<file path="config.mk">
export PLATFORM = sky130hd
export DESIGN_NAME = contiguous_block_bitmap_allocator_unit
export DESIGN_NICKNAME = d
export VERILOG_FILES = /design/src/hdl/cbba_pkg.sv /design/src/hdl/cbba_datapath.sv /design/src/hdl/cbba_ctrl.sv /design/src/hdl/contiguous_block_bitmap_allocator_unit.sv
export SDC_FILE = /design/constraint.sdc
export NUM_CORES = 2
export LEC_CHECK = 0
export BUFFER_PORTS_ARGS = -buffer_cell sky130_fd_sc_hd__buf_2
export CAP_MARGIN = 0
export CORE_ASPECT_RATIO = 1.1
export CORE_UTILIZATION = 55
export CTS_CLUSTER_DIAMETER = 100
export DETAILED_ROUTE_END_ITERATION = 6
export PLACE_DENSITY = 0.83
export SYNTH_ARGS = -nofsm -noshare
export SYNTH_HDL_FRONTEND = slang
export SYNTH_HIERARCHICAL = 1
export SYNTH_SLANG_ARGS = --single-unit
</file>
<file path="constraint.sdc">
create_clock -name clk -period 13.2 [get_ports clk]
set_input_delay 2.64 -clock clk [delete_from_list [all_inputs] [get_ports clk]]
set_output_delay 2.64 -clock clk [all_outputs]
set_load 0.02 [all_outputs]
</file>
<file path="src/hdl/cbba_pkg.sv">
// Shared types, widths and command codes of the bitmap allocator.
package cbba_pkg;

  localparam int CMD_W          = 2;
  localparam int START_W        = 10;
  localparam int CNT_W          = 11;
  localparam int BLOCK_W        = 10;
  localparam int WORD_W         = 8;
  localparam int DEF_NUM_BLOCKS = 1024;

  localparam logic [CMD_W-1:0] CMD_FIND = 2'd0;
  localparam logic [CMD_W-1:0] CMD_MARK = 2'd1;
  localparam logic [CMD_W-1:0] CMD_TEST = 2'd2;

  // Commands from the controller to the datapath.
  typedef struct packed {
    logic clear;   // write a zero word during the clearing pass
    logic load;    // capture a new request
    logic issue;   // read the word at the scan address and step it
    logic emit;    // move the result into the output register
  } ctl_t;

  // Status from the datapath to the controller.
  typedef struct packed {
    logic at_hi;     // scan address is at the last word of the range
    logic hit;       // the word in process completes a free run (find only)
    logic imm;       // the request being loaded needs no scan
    logic out_free;  // output register can take a result this cycle
  } stat_t;

endpackage

</file>
<file path="src/hdl/cbba_datapath.sv">
// Datapath of the allocator: bitmap memory, scan address, run tracking, result registers.
module cbba_datapath #(
  parameter int NUM_BLOCKS = cbba_pkg::DEF_NUM_BLOCKS
) (
  input  logic                         clk,
  input  logic                         rst,
  input  cbba_pkg::ctl_t               ctl,
  output cbba_pkg::stat_t              st,
  input  logic [cbba_pkg::CMD_W-1:0]   cmd,
  input  logic [cbba_pkg::START_W-1:0] start_req,
  input  logic [cbba_pkg::CNT_W-1:0]   count,
  input  logic                         mark_used,
  output logic                         rsp_valid,
  input  logic                         rsp_ready,
  output logic                         ok,
  output logic [cbba_pkg::BLOCK_W-1:0] block
);

  localparam int WORD_W    = cbba_pkg::WORD_W;
  localparam int CNT_W     = cbba_pkg::CNT_W;
  localparam int NUM_WORDS = (NUM_BLOCKS + WORD_W - 1) / WORD_W;
  localparam int WA_W      = (NUM_WORDS > 1) ? $clog2(NUM_WORDS) : 1;
  localparam int SEL_W     = $clog2(WORD_W);
  localparam int IDX_W     = $clog2(NUM_BLOCKS);
  localparam int XW        = (IDX_W + 1 > CNT_W + 1) ? IDX_W + 1 : CNT_W + 1;

  localparam logic [XW-1:0]   N_X         = XW'(NUM_BLOCKS);
  localparam logic [WA_W-1:0] LAST_WORD   = WA_W'(NUM_WORDS - 1);
  localparam logic [XW-1:0]   LAST_WORD_X = XW'(NUM_WORDS - 1);

  logic [WORD_W-1:0] mem [NUM_WORDS];

  logic [cbba_pkg::CMD_W-1:0] op;
  logic [XW-1:0]     start_x;
  logic [XW-1:0]     end_x;
  logic [CNT_W-1:0]  need;
  logic              set_val;
  logic [WA_W-1:0]   addr;
  logic [WA_W-1:0]   hi;
  logic              rd_v;
  logic [WA_W-1:0]   rd_addr;
  logic [WORD_W-1:0] rdata;
  logic [CNT_W-1:0]  run;
  logic [IDX_W-1:0]  first;
  logic              found;
  logic              res_ok;
  logic [IDX_W-1:0]  res_blk;

  // Request decode at load time.
  logic [XW-1:0]     start_in;
  logic [XW-1:0]     end_in;
  logic [XW-1:0]     last_word_in;
  logic              oor_in;
  logic              imm_in;
  logic              ok_in;
  logic [WA_W-1:0]   lo_in;
  logic [WA_W-1:0]   hi_in;

  always_comb begin
    start_in     = XW'(start_req);
    end_in       = start_in + XW'(count);
    last_word_in = (end_in - XW'(1)) >> SEL_W;
    oor_in       = end_in > N_X;
    imm_in       = (cmd != cbba_pkg::CMD_FIND && cmd != cbba_pkg::CMD_MARK &&
                    cmd != cbba_pkg::CMD_TEST) || (count == '0) ||
                   (cmd != cbba_pkg::CMD_FIND && start_in >= N_X);
    case (cmd)
      cbba_pkg::CMD_FIND: ok_in = 1'b0;
      cbba_pkg::CMD_MARK: ok_in = 1'b1;
      cbba_pkg::CMD_TEST: ok_in = (count == '0) || !oor_in;
      default:            ok_in = 1'b0;
    endcase
    if (cmd == cbba_pkg::CMD_FIND) begin
      lo_in = '0;
      hi_in = LAST_WORD;
    end else begin
      lo_in = WA_W'(start_in >> SEL_W);
      hi_in = (last_word_in > LAST_WORD_X) ? LAST_WORD : WA_W'(last_word_in);
    end
  end

  // Word processing: mark rewrite, test check and the first-fit run walk.
  logic              proc;
  logic [WORD_W-1:0] wr_word;
  logic              bad_w;
  logic              hit_w;
  logic [CNT_W-1:0]  run_w;
  logic [IDX_W-1:0]  first_w;
  logic [IDX_W-1:0]  where_w;

  always_comb begin
    logic [XW-1:0] idx;
    logic          inb;
    logic          inr;
    logic          h;
    wr_word = rdata;
    bad_w   = 1'b0;
    run_w   = run;
    first_w = first;
    where_w = '0;
    h       = 1'b0;
    for (int b = 0; b < WORD_W; b++) begin
      idx = (XW'(rd_addr) << SEL_W) | XW'(b);
      inb = idx < N_X;
      inr = (idx >= start_x) && (idx < end_x);
      if (inb && inr) begin
        wr_word[b] = set_val;
      end
      if (inb && inr && rdata[b]) begin
        bad_w = 1'b1;
      end
      // Blocks beyond the end of the map count as used.
      if (!h) begin
        if (inb && !rdata[b]) begin
          if (run_w == '0) begin
            first_w = IDX_W'(idx);
          end
          run_w = run_w + 1'b1;
          if (run_w == need) begin
            h       = 1'b1;
            where_w = first_w;
          end
        end else begin
          run_w = '0;
        end
      end
    end
    hit_w = h && (op == cbba_pkg::CMD_FIND);
  end

  assign proc = rd_v && !found;

  always_comb begin
    st.at_hi    = addr == hi;
    st.hit      = proc && hit_w;
    st.imm      = imm_in;
    st.out_free = !rsp_valid || rsp_ready;
  end

  // Control registers.
  always_ff @(posedge clk) begin
    if (rst) begin
      addr      <= '0;
      hi        <= LAST_WORD;
      rd_v      <= 1'b0;
      found     <= 1'b0;
      rsp_valid <= 1'b0;
    end else begin
      rd_v <= ctl.issue;
      if (ctl.load) begin
        addr  <= lo_in;
        hi    <= hi_in;
        found <= 1'b0;
      end else if (ctl.clear || ctl.issue) begin
        addr <= addr + 1'b1;
      end
      if (proc && hit_w) begin
        found <= 1'b1;
      end
      if (ctl.emit) begin
        rsp_valid <= 1'b1;
      end else if (rsp_ready) begin
        rsp_valid <= 1'b0;
      end
    end
  end

  // Payload registers.
  always_ff @(posedge clk) begin
    rd_addr <= addr;
    if (ctl.load) begin
      op      <= cmd;
      start_x <= start_in;
      end_x   <= end_in;
      need    <= count;
      set_val <= mark_used;
      run     <= '0;
      first   <= '0;
      res_ok  <= ok_in;
      res_blk <= '0;
    end else if (proc) begin
      if (op == cbba_pkg::CMD_FIND) begin
        run   <= run_w;
        first <= first_w;
      end
      if (hit_w) begin
        res_ok  <= 1'b1;
        res_blk <= where_w;
      end
      if (op == cbba_pkg::CMD_TEST && bad_w) begin
        res_ok <= 1'b0;
      end
    end
    if (ctl.emit) begin
      ok    <= res_ok;
      block <= cbba_pkg::BLOCK_W'(res_blk);
    end
  end

  // Bitmap memory: one write port, one registered read port.
  always_ff @(posedge clk) begin
    if (ctl.clear) begin
      mem[addr] <= '0;
    end else if (proc && op == cbba_pkg::CMD_MARK) begin
      mem[rd_addr] <= wr_word;
    end
    if (ctl.issue) begin
      rdata <= mem[addr];
    end
  end

endmodule

</file>
<file path="src/hdl/cbba_ctrl.sv">
// Controller of the allocator: clearing pass, request intake, scan sequencing, result hand-off.
module cbba_ctrl (
  input  logic            clk,
  input  logic            rst,
  input  logic            req_valid,
  output logic            req_ready,
  output cbba_pkg::ctl_t  ctl,
  input  cbba_pkg::stat_t st
);

  typedef enum logic [2:0] {
    S_CLEAR,
    S_IDLE,
    S_ISSUE,
    S_TAIL,
    S_RESULT
  } state_t;

  state_t state;
  state_t state_next;

  always_comb begin
    req_ready = state == S_IDLE;
    ctl.clear = state == S_CLEAR;
    ctl.load  = (state == S_IDLE) && req_valid;
    ctl.issue = state == S_ISSUE;
    ctl.emit  = (state == S_RESULT) && st.out_free;
  end

  always_comb begin
    state_next = state;
    case (state)
      S_CLEAR: begin
        if (st.at_hi) state_next = S_IDLE;
      end
      S_IDLE: begin
        if (req_valid) state_next = st.imm ? S_RESULT : S_ISSUE;
      end
      S_ISSUE: begin
        // A found run ends the scan, but at the last word the last read must still come back.
        if (st.at_hi) state_next = S_TAIL;
        else if (st.hit) state_next = S_RESULT;
      end
      S_TAIL: begin
        state_next = S_RESULT;
      end
      S_RESULT: begin
        if (st.out_free) state_next = S_IDLE;
      end
      default: begin
        state_next = S_CLEAR;
      end
    endcase
  end

  always_ff @(posedge clk) begin
    if (rst) begin
      state <= S_CLEAR;
    end else begin
      state <= state_next;
    end
  end

endmodule

</file>
<file path="src/hdl/contiguous_block_bitmap_allocator_unit.sv">
// Top level of the first-fit contiguous block bitmap allocator.
//
//  Channel | Handshake             | Payload
//  --------+-----------------------+--------------------------------
//  request | req_valid / req_ready | cmd, start_req, count, mark_used
//  result  | rsp_valid / rsp_ready | ok, block
//
// The bitmap is held as 8-bit words in one memory and is scanned one word at a time.
// Find scans the whole map word by word and stops early when a run is found.
// Mark and test scan only the words the range covers.
// Zero count, unknown command, or a mark or test range starting past the end needs no scan.
// After reset a clearing pass over every word of the bitmap runs with req_ready low.
// A result waiting in the output register does not stop the next request being taken.
module contiguous_block_bitmap_allocator_unit #(
  parameter int NUM_BLOCKS = cbba_pkg::DEF_NUM_BLOCKS
) (
  input  logic                         clk,
  input  logic                         rst,
  input  logic                         req_valid,
  output logic                         req_ready,
  input  logic [cbba_pkg::CMD_W-1:0]   cmd,
  input  logic [cbba_pkg::START_W-1:0] start_req,
  input  logic [cbba_pkg::CNT_W-1:0]   count,
  input  logic                         mark_used,
  output logic                         rsp_valid,
  input  logic                         rsp_ready,
  output logic                         ok,
  output logic [cbba_pkg::BLOCK_W-1:0] block
);

  cbba_pkg::ctl_t  ctl;
  cbba_pkg::stat_t st;

  cbba_ctrl u_ctrl (
    .clk       (clk),
    .rst       (rst),
    .req_valid (req_valid),
    .req_ready (req_ready),
    .ctl       (ctl),
    .st        (st)
  );

  cbba_datapath #(
    .NUM_BLOCKS (NUM_BLOCKS)
  ) u_datapath (
    .clk       (clk),
    .rst       (rst),
    .ctl       (ctl),
    .st        (st),
    .cmd       (cmd),
    .start_req (start_req),
    .count     (count),
    .mark_used (mark_used),
    .rsp_valid (rsp_valid),
    .rsp_ready (rsp_ready),
    .ok        (ok),
    .block     (block)
  );

endmodule

</file>
## Word level (Yosys, flattened, before mapping)

Memories as Yosys holds them, arrays and structs flattened. A register that Yosys moved wholly into a read port is not among the register bits.
Index checks and enable logic that the tools add are counted.

- Logic and storage cells: 294
- Memories kept: 1
- Memory bits (writable): 1024
- Input port bits: 28
- Bits in registers: 106

Memories:

| memory | words | width | read ports | clocked after Yosys merged registers in | wr ports | RTL line | text |
|---|---|---|---|---|---|---|---|
| u_datapath.mem | 128 | 8 | 1 | 1 | 1 | cbba_datapath.sv:31 | `logic [WORD_W-1:0] mem [NUM_WORDS];` |

- Reductions and logical operators: 79
- Mux-type cells: 136
- $add $sub $neg: 11
- $lt $le $gt $ge: 26
- Equal/unequal tests: 23

Operators by type and width:

| cell | count |
|---|---|
| 10-bit 2-to-1 mux | 53 |
| 11-bit 2-to-1 mux | 15 |
| 11-bit logical NOT | 9 |
| 10-bit by 12-bit < comparator with 1-bit output | 8 |
| 11-bit by 1-bit adder with 11-bit output (second input constant) | 8 |
| 11-bit equality test | 8 |
| 10-bit by 11-bit < comparator with 1-bit output (second input constant) | 8 |
| 10-bit >= comparator | 8 |
| 1-bit 2-to-1 mux | 53 |
| 7-bit 2-to-1 mux | 6 |
| 1-bit logical AND | 41 |
| 3-bit 2-to-1 mux | 6 |
| 3-bit case mux with 5 select lines | 1 |
| 10-bit by 11-bit adder with 12-bit output | 1 |
| 12-bit by 11-bit > comparator with 1-bit output (second input constant) | 1 |
| 12-bit by 1-bit subtractor with 12-bit output (second input constant) | 1 |
| 1-bit logical NOT | 11 |
| 2-bit nonzero test | 5 |
| 9-bit by 7-bit > comparator with 1-bit output (second input constant) | 1 |
| 8-bit 2-to-1 mux | 1 |
| 8-bit OR reduction | 1 |
| 7-bit by 1-bit adder with 7-bit output (second input constant) | 1 |
| 7-bit equality test | 1 |
| 3-bit by 2-bit equality test with 1-bit output (second input constant) | 2 |
| 14 further kinds | 25 |

## Logic depth before layout (Yosys ltp)

- Depth in word-level cells: 32
- Gate-level depth with buffers: 61
- Mapped depth without buffers: 49

## Cells and area by module

The synthesis kept the hierarchy.

Modules (own cells, without submodules):

| module | times used | seq. area each (sq um) | area each (sq um) | cells an instance |
|---|---|---|---|---|
| cbba_datapath | 1 | 33532.2 | 53420.0 | 3444 |
| cbba_ctrl | 1 | 60.1 | 203.9 | 28 |

## Least setup slack after synthesis

No wires, ideal clock.

- Kind: register -> register
- Start point: register u_datapath.run[0]
- End point: register u_ctrl.state[2]
- Arrival: 11707 ps
- Path slack: 1423 ps
- Path buffers: 13
- Required time: 13130 ps
- Cell stages (with the launch flop): 62
- Path through: dfxtp_1 > buf_2 > inv_1 > ha_1 > xor2_1 > nor2_1 > o2111a_1 > o2111ai_2 > nor4_1 > clkbuf_1 > clkbuf_1 > nand2_1 > o21ai_0 > ha_1 > clkbuf_1 > nand2_1 > or3_1 > mux2i_1 > (+26 left out) > ha_1 > o21ai_0 > a21oi_1 > nand2_1 > nor3_1 > nand3_1 > and2_1 > clkbuf_1 > or4b_1 > clkbuf_1 > or3_1 > nor3_1 > o211a_1 > o21ai_1 > inv_2 > nor4bb_1 > a31oi_1 > a21oi_1

RTL lines:

| what | RTL line | text |
|---|---|---|
| start, declared | cbba_datapath.sv:43 | `logic [CNT_W-1:0] run;` |
| start signal, assigned | cbba_datapath.sv:183 | `run <= run_w;` |
| end signal, assigned | cbba_ctrl.sv:60 | `state <= state_next;` |
| end, declared | cbba_ctrl.sv:19 | `state_t state;` |

==> flow_summary.ini <==
[clock_tree]
tritoncts = built
clk_path_buf_depth = 3
cts_root_buffer = sky130_fd_sc_hd__clkbuf_16
maximum_level_of_the_cts_h_tree = 3
cts_hold_buffers = 0
cts_buffers = 105
clock_insertion_delay_worst_skew_ps = 750
clock-sinks = 1138
clk_transition_reported_paths_ps = 60

[critical_path]
largest_stage_delay_on_the_critical_path_ps = 750
data_required_time_at_the_worst_endpoint_ps = 13810
cp.arrival_ps = 13210
critical_path_peak_fanout = 15
crit-reg2reg-launch = u_datapath/run[0]
ff2ff_path_depth = 45
worstSetupStartpointType = register
reg2reg_slack_ps = 590
setup.worst_path.end_class = register
critical_path.n_buffers_inverters = 8
path_class = reg2reg
critical_path.slowest_cell = sky130_fd_sc_hd__mux2i_1
critical-path-top-delay-family = compound AO/OA/AOI/OAI gates
timing.rr.end = u_ctrl/state[2]

[place]
gp_congestion = 0.973
dpl.hpwl_um = 100000
place_ws_ps = -73.4
port_buffers = 40

[sta]
setup_viol = 0
max_slew_margin_pct = -0.568
fin_tns_setup_ps = 0
worst-slew-pin-transition_ps = 1500
achievable-frequency_ghz = 0.0793
layout_min_cycle_time_ps = 12610
final_period_utilization_pct = 95.5
worst_clock_skew_ps = 88.3
slew_violations = 1
postLayoutSetupSlackWorst_ps = 594
hold_violations = 0

[route]
routed_wirelength_um = 172000
vias = 36000
average_via_count_per_standard_cell = 7.37
drt_first_iter_violations = 6095
detail_route.wl_per_cell_um = 35.2
route.antenna.remaining_nets = 0
detailed_router_iteration_count_before_antenna_repair = 7
drt_drc_violations_left = 216

[floorplan]
fp.dieArea_sq_um = 98800
initial_util_pct = 55.8
coreArea_sq_um = 96200
i_o_pin_count = 41
fp-row-count = 119
chipWidth_um = 300
chipHeight_um = 329

[synth]
syn_inst = 3472
synth_edf_count = 1080
syn_area_per_cell_sq_um = 15.4
synth_top_area_cell = sky130_fd_sc_hd__edfxtp_1
synth_area_sq_um = 53600
post_synth_num_cell_types = 124
synth_seq_cells = 1138
ys_dominant_reg_cell = sky130_fd_sc_hd__edfxtp_1
yosysWarningCount = 6
synthesis.nets = 3548
synth.area.top_cells = sky130_fd_sc_hd__edfxtp_1, sky130_fd_sc_hd__mux4_2, sky130_fd_sc_hd__dfxtp_1, sky130_fd_sc_hd__nor2_1, sky130_fd_sc_hd__xnor2_1
synth_top_area_share_pct = 60.5
portion_of_the_post_synthesis_area_used_by_sequential_elements_pct = 62.6
asyncSetResetFlopFracSynth_pct = 0

[global_routing]
grt_first_pass_wirelength_um = 248000
met1_usage_pct = 44.0
antenna_found_initial = 25
globalRouteMet2Util_pct = 55.0
via_count_of_the_first_global_routing_pass = 34800
grt-busiest-layer = met2
grt_util_met3_pct = 9.91
grt_max_degree = 128
grt_use_total_pct = 35.1
grt_overflow_total = 0

[status]
violations_in_the_final_reports = DRC, capacitance limit, slew limit
outcome = finished, violations left

[final_layout]
layout.cells.most_common_list = sky130_fd_sc_hd__edfxtp_1, sky130_fd_sc_hd__mux4_2, sky130_fd_sc_hd__nor2_1
fillers = 6536
area_delta_synth_final_pct = 10.1
finish.net_count = 3585
final_common_cell = sky130_fd_sc_hd__edfxtp_1
layout-drive-gt1-share_pct = 20.9
utilization_pct = 61.4

[power_and_ir_drop]
pwr_density_cell_nw_per_um2 = 130
leakage_nw = 16.1
ir_worst_vdd_mv = 0.113
fin_total_pwr_w = 0.00768

[run]
drv.max_cap_violation_count = 1

[min_path]
hold-path-cell-count = 0
worst_hold_path_class = reg2reg
hold-path-endpoint = u_datapath/ok
holdCritStartpoint = u_datapath/res_ok
[synth_stat cells (31+ instances only)]
master	n
sky130_fd_sc_hd__a31oi_1	34
sky130_fd_sc_hd__o21ai_0	73
sky130_fd_sc_hd__nor3_1	82
sky130_fd_sc_hd__dfxtp_1	58
sky130_fd_sc_hd__a21oi_1	106
sky130_fd_sc_hd__nor4_1	33
sky130_fd_sc_hd__ha_1	47
sky130_fd_sc_hd__clkbuf_1	141
sky130_fd_sc_hd__nand4_1	31
sky130_fd_sc_hd__or3_1	35
sky130_fd_sc_hd__nand3_1	80
sky130_fd_sc_hd__inv_1	83
sky130_fd_sc_hd__edfxtp_1	1080
sky130_fd_sc_hd__mux4_2	336
sky130_fd_sc_hd__mux2i_1	41
sky130_fd_sc_hd__nand2_1	158
sky130_fd_sc_hd__nand2b_1	37
sky130_fd_sc_hd__nor2_1	278
sky130_fd_sc_hd__xnor2_1	95
sky130_fd_sc_hd__and2_1	33
[power by group]
group,total [W],internal (W),switching [W]
logic,0.000570,0.000214,0.000356
clock network,0.00313,0.00170,0.00144
registers,0.00398,0.00392,0.0000603
[cells by family after synthesis]
| logic type | count (synthesis) | share of synthesized area (%) |
|---|---|---|
| flip-flops | 1138 | 62.6 |
| AND/OR/NAND/NOR | 914 | 8.71 |
| AO/OA/AOI/OAI | 556 | 7.68 |
| multiplexers | 398 | 15.4 |
| buffers and inverters | 286 | 2.12 |
| XOR/XNOR | 132 | 2.35 |
| adder cells (fa/ha/maj) | 48 | 1.13 |
[repair_timing]
action                     CTS  global route
pin swaps                    1             4
gates cloned                 0             0
resized for setup            1            23
buffers inserted             1             8
setup endpoints to repair    2            28
[through the flow]
stage | cells | hold WS, ps | cell area (sq um)
3_5_place_dp | 4662 | 406 | 55300
4_1_cts | 4858 | 415 | 58800
6_report | 4879 | 419 | 59000
3_3_place_gp | 4662 | 403 | 55300
5_1_grt | 4869 | 427 | 59000
2_1_floorplan | 3472 | 329 | 53600
[cell type report]
class                   count  area (sq um)  share of cell area, %
flip-flops and latches   1138         33600                   56.9
inverters                  89           334                  0.566
clock buffers             127          2750                   4.66
clock inverters            68           716                   1.21
repair buffers            127           878                   1.49
multi-input cells        2048         19100                   32.4
diodes                     12          30.0                 0.0509
well taps                1270          1590                   2.69
[worst max-delay path by stage]
stage	slack, ps	start	to	depth (start not counted)
final	590	u_datapath/run[0]	u_ctrl/state[2]	45
after floorplan	1420	u_datapath/run[0]	u_ctrl/state[2]	61
after global placement	190	u_datapath/run[1]	u_ctrl/state[2]	41
after CTS	30	u_datapath/run[1]	u_ctrl/state[2]	44
after global routing	-10	u_datapath/run[0]	u_ctrl/state[2]	47
after detailed placement	-70	u_datapath/run[1]	u_ctrl/state[2]	44
[flip-flops by register name, summed over array words and instances (netlist names)]
register	cells
u_datapath/rd_addr	7
u_datapath/block	10
u_datapath/set_val	1
u_ctrl/state	3
u_datapath/hi	7
u_datapath/found	1
u_datapath/rd_v	1
u_datapath/need	11
u_datapath/end_x	12
u_datapath/run	11
u_datapath/addr	7
u_datapath/ok	1
u_datapath/res_blk	10
u_datapath/start_x	10
u_datapath/rdata	8
u_datapath/res_ok	1
u_datapath/mem	1024
u_datapath/first	10
u_datapath/op	2
u_datapath/rsp_valid	1
[routing by layer]
layer	share of wire [%]	up-vias
met4	7.4	20
met3	13	795
met2	46	3296
met1	33	17700
li1	-	14100
met5	0.084	-
Note: power is estimated with default switching activity, not from simulation.
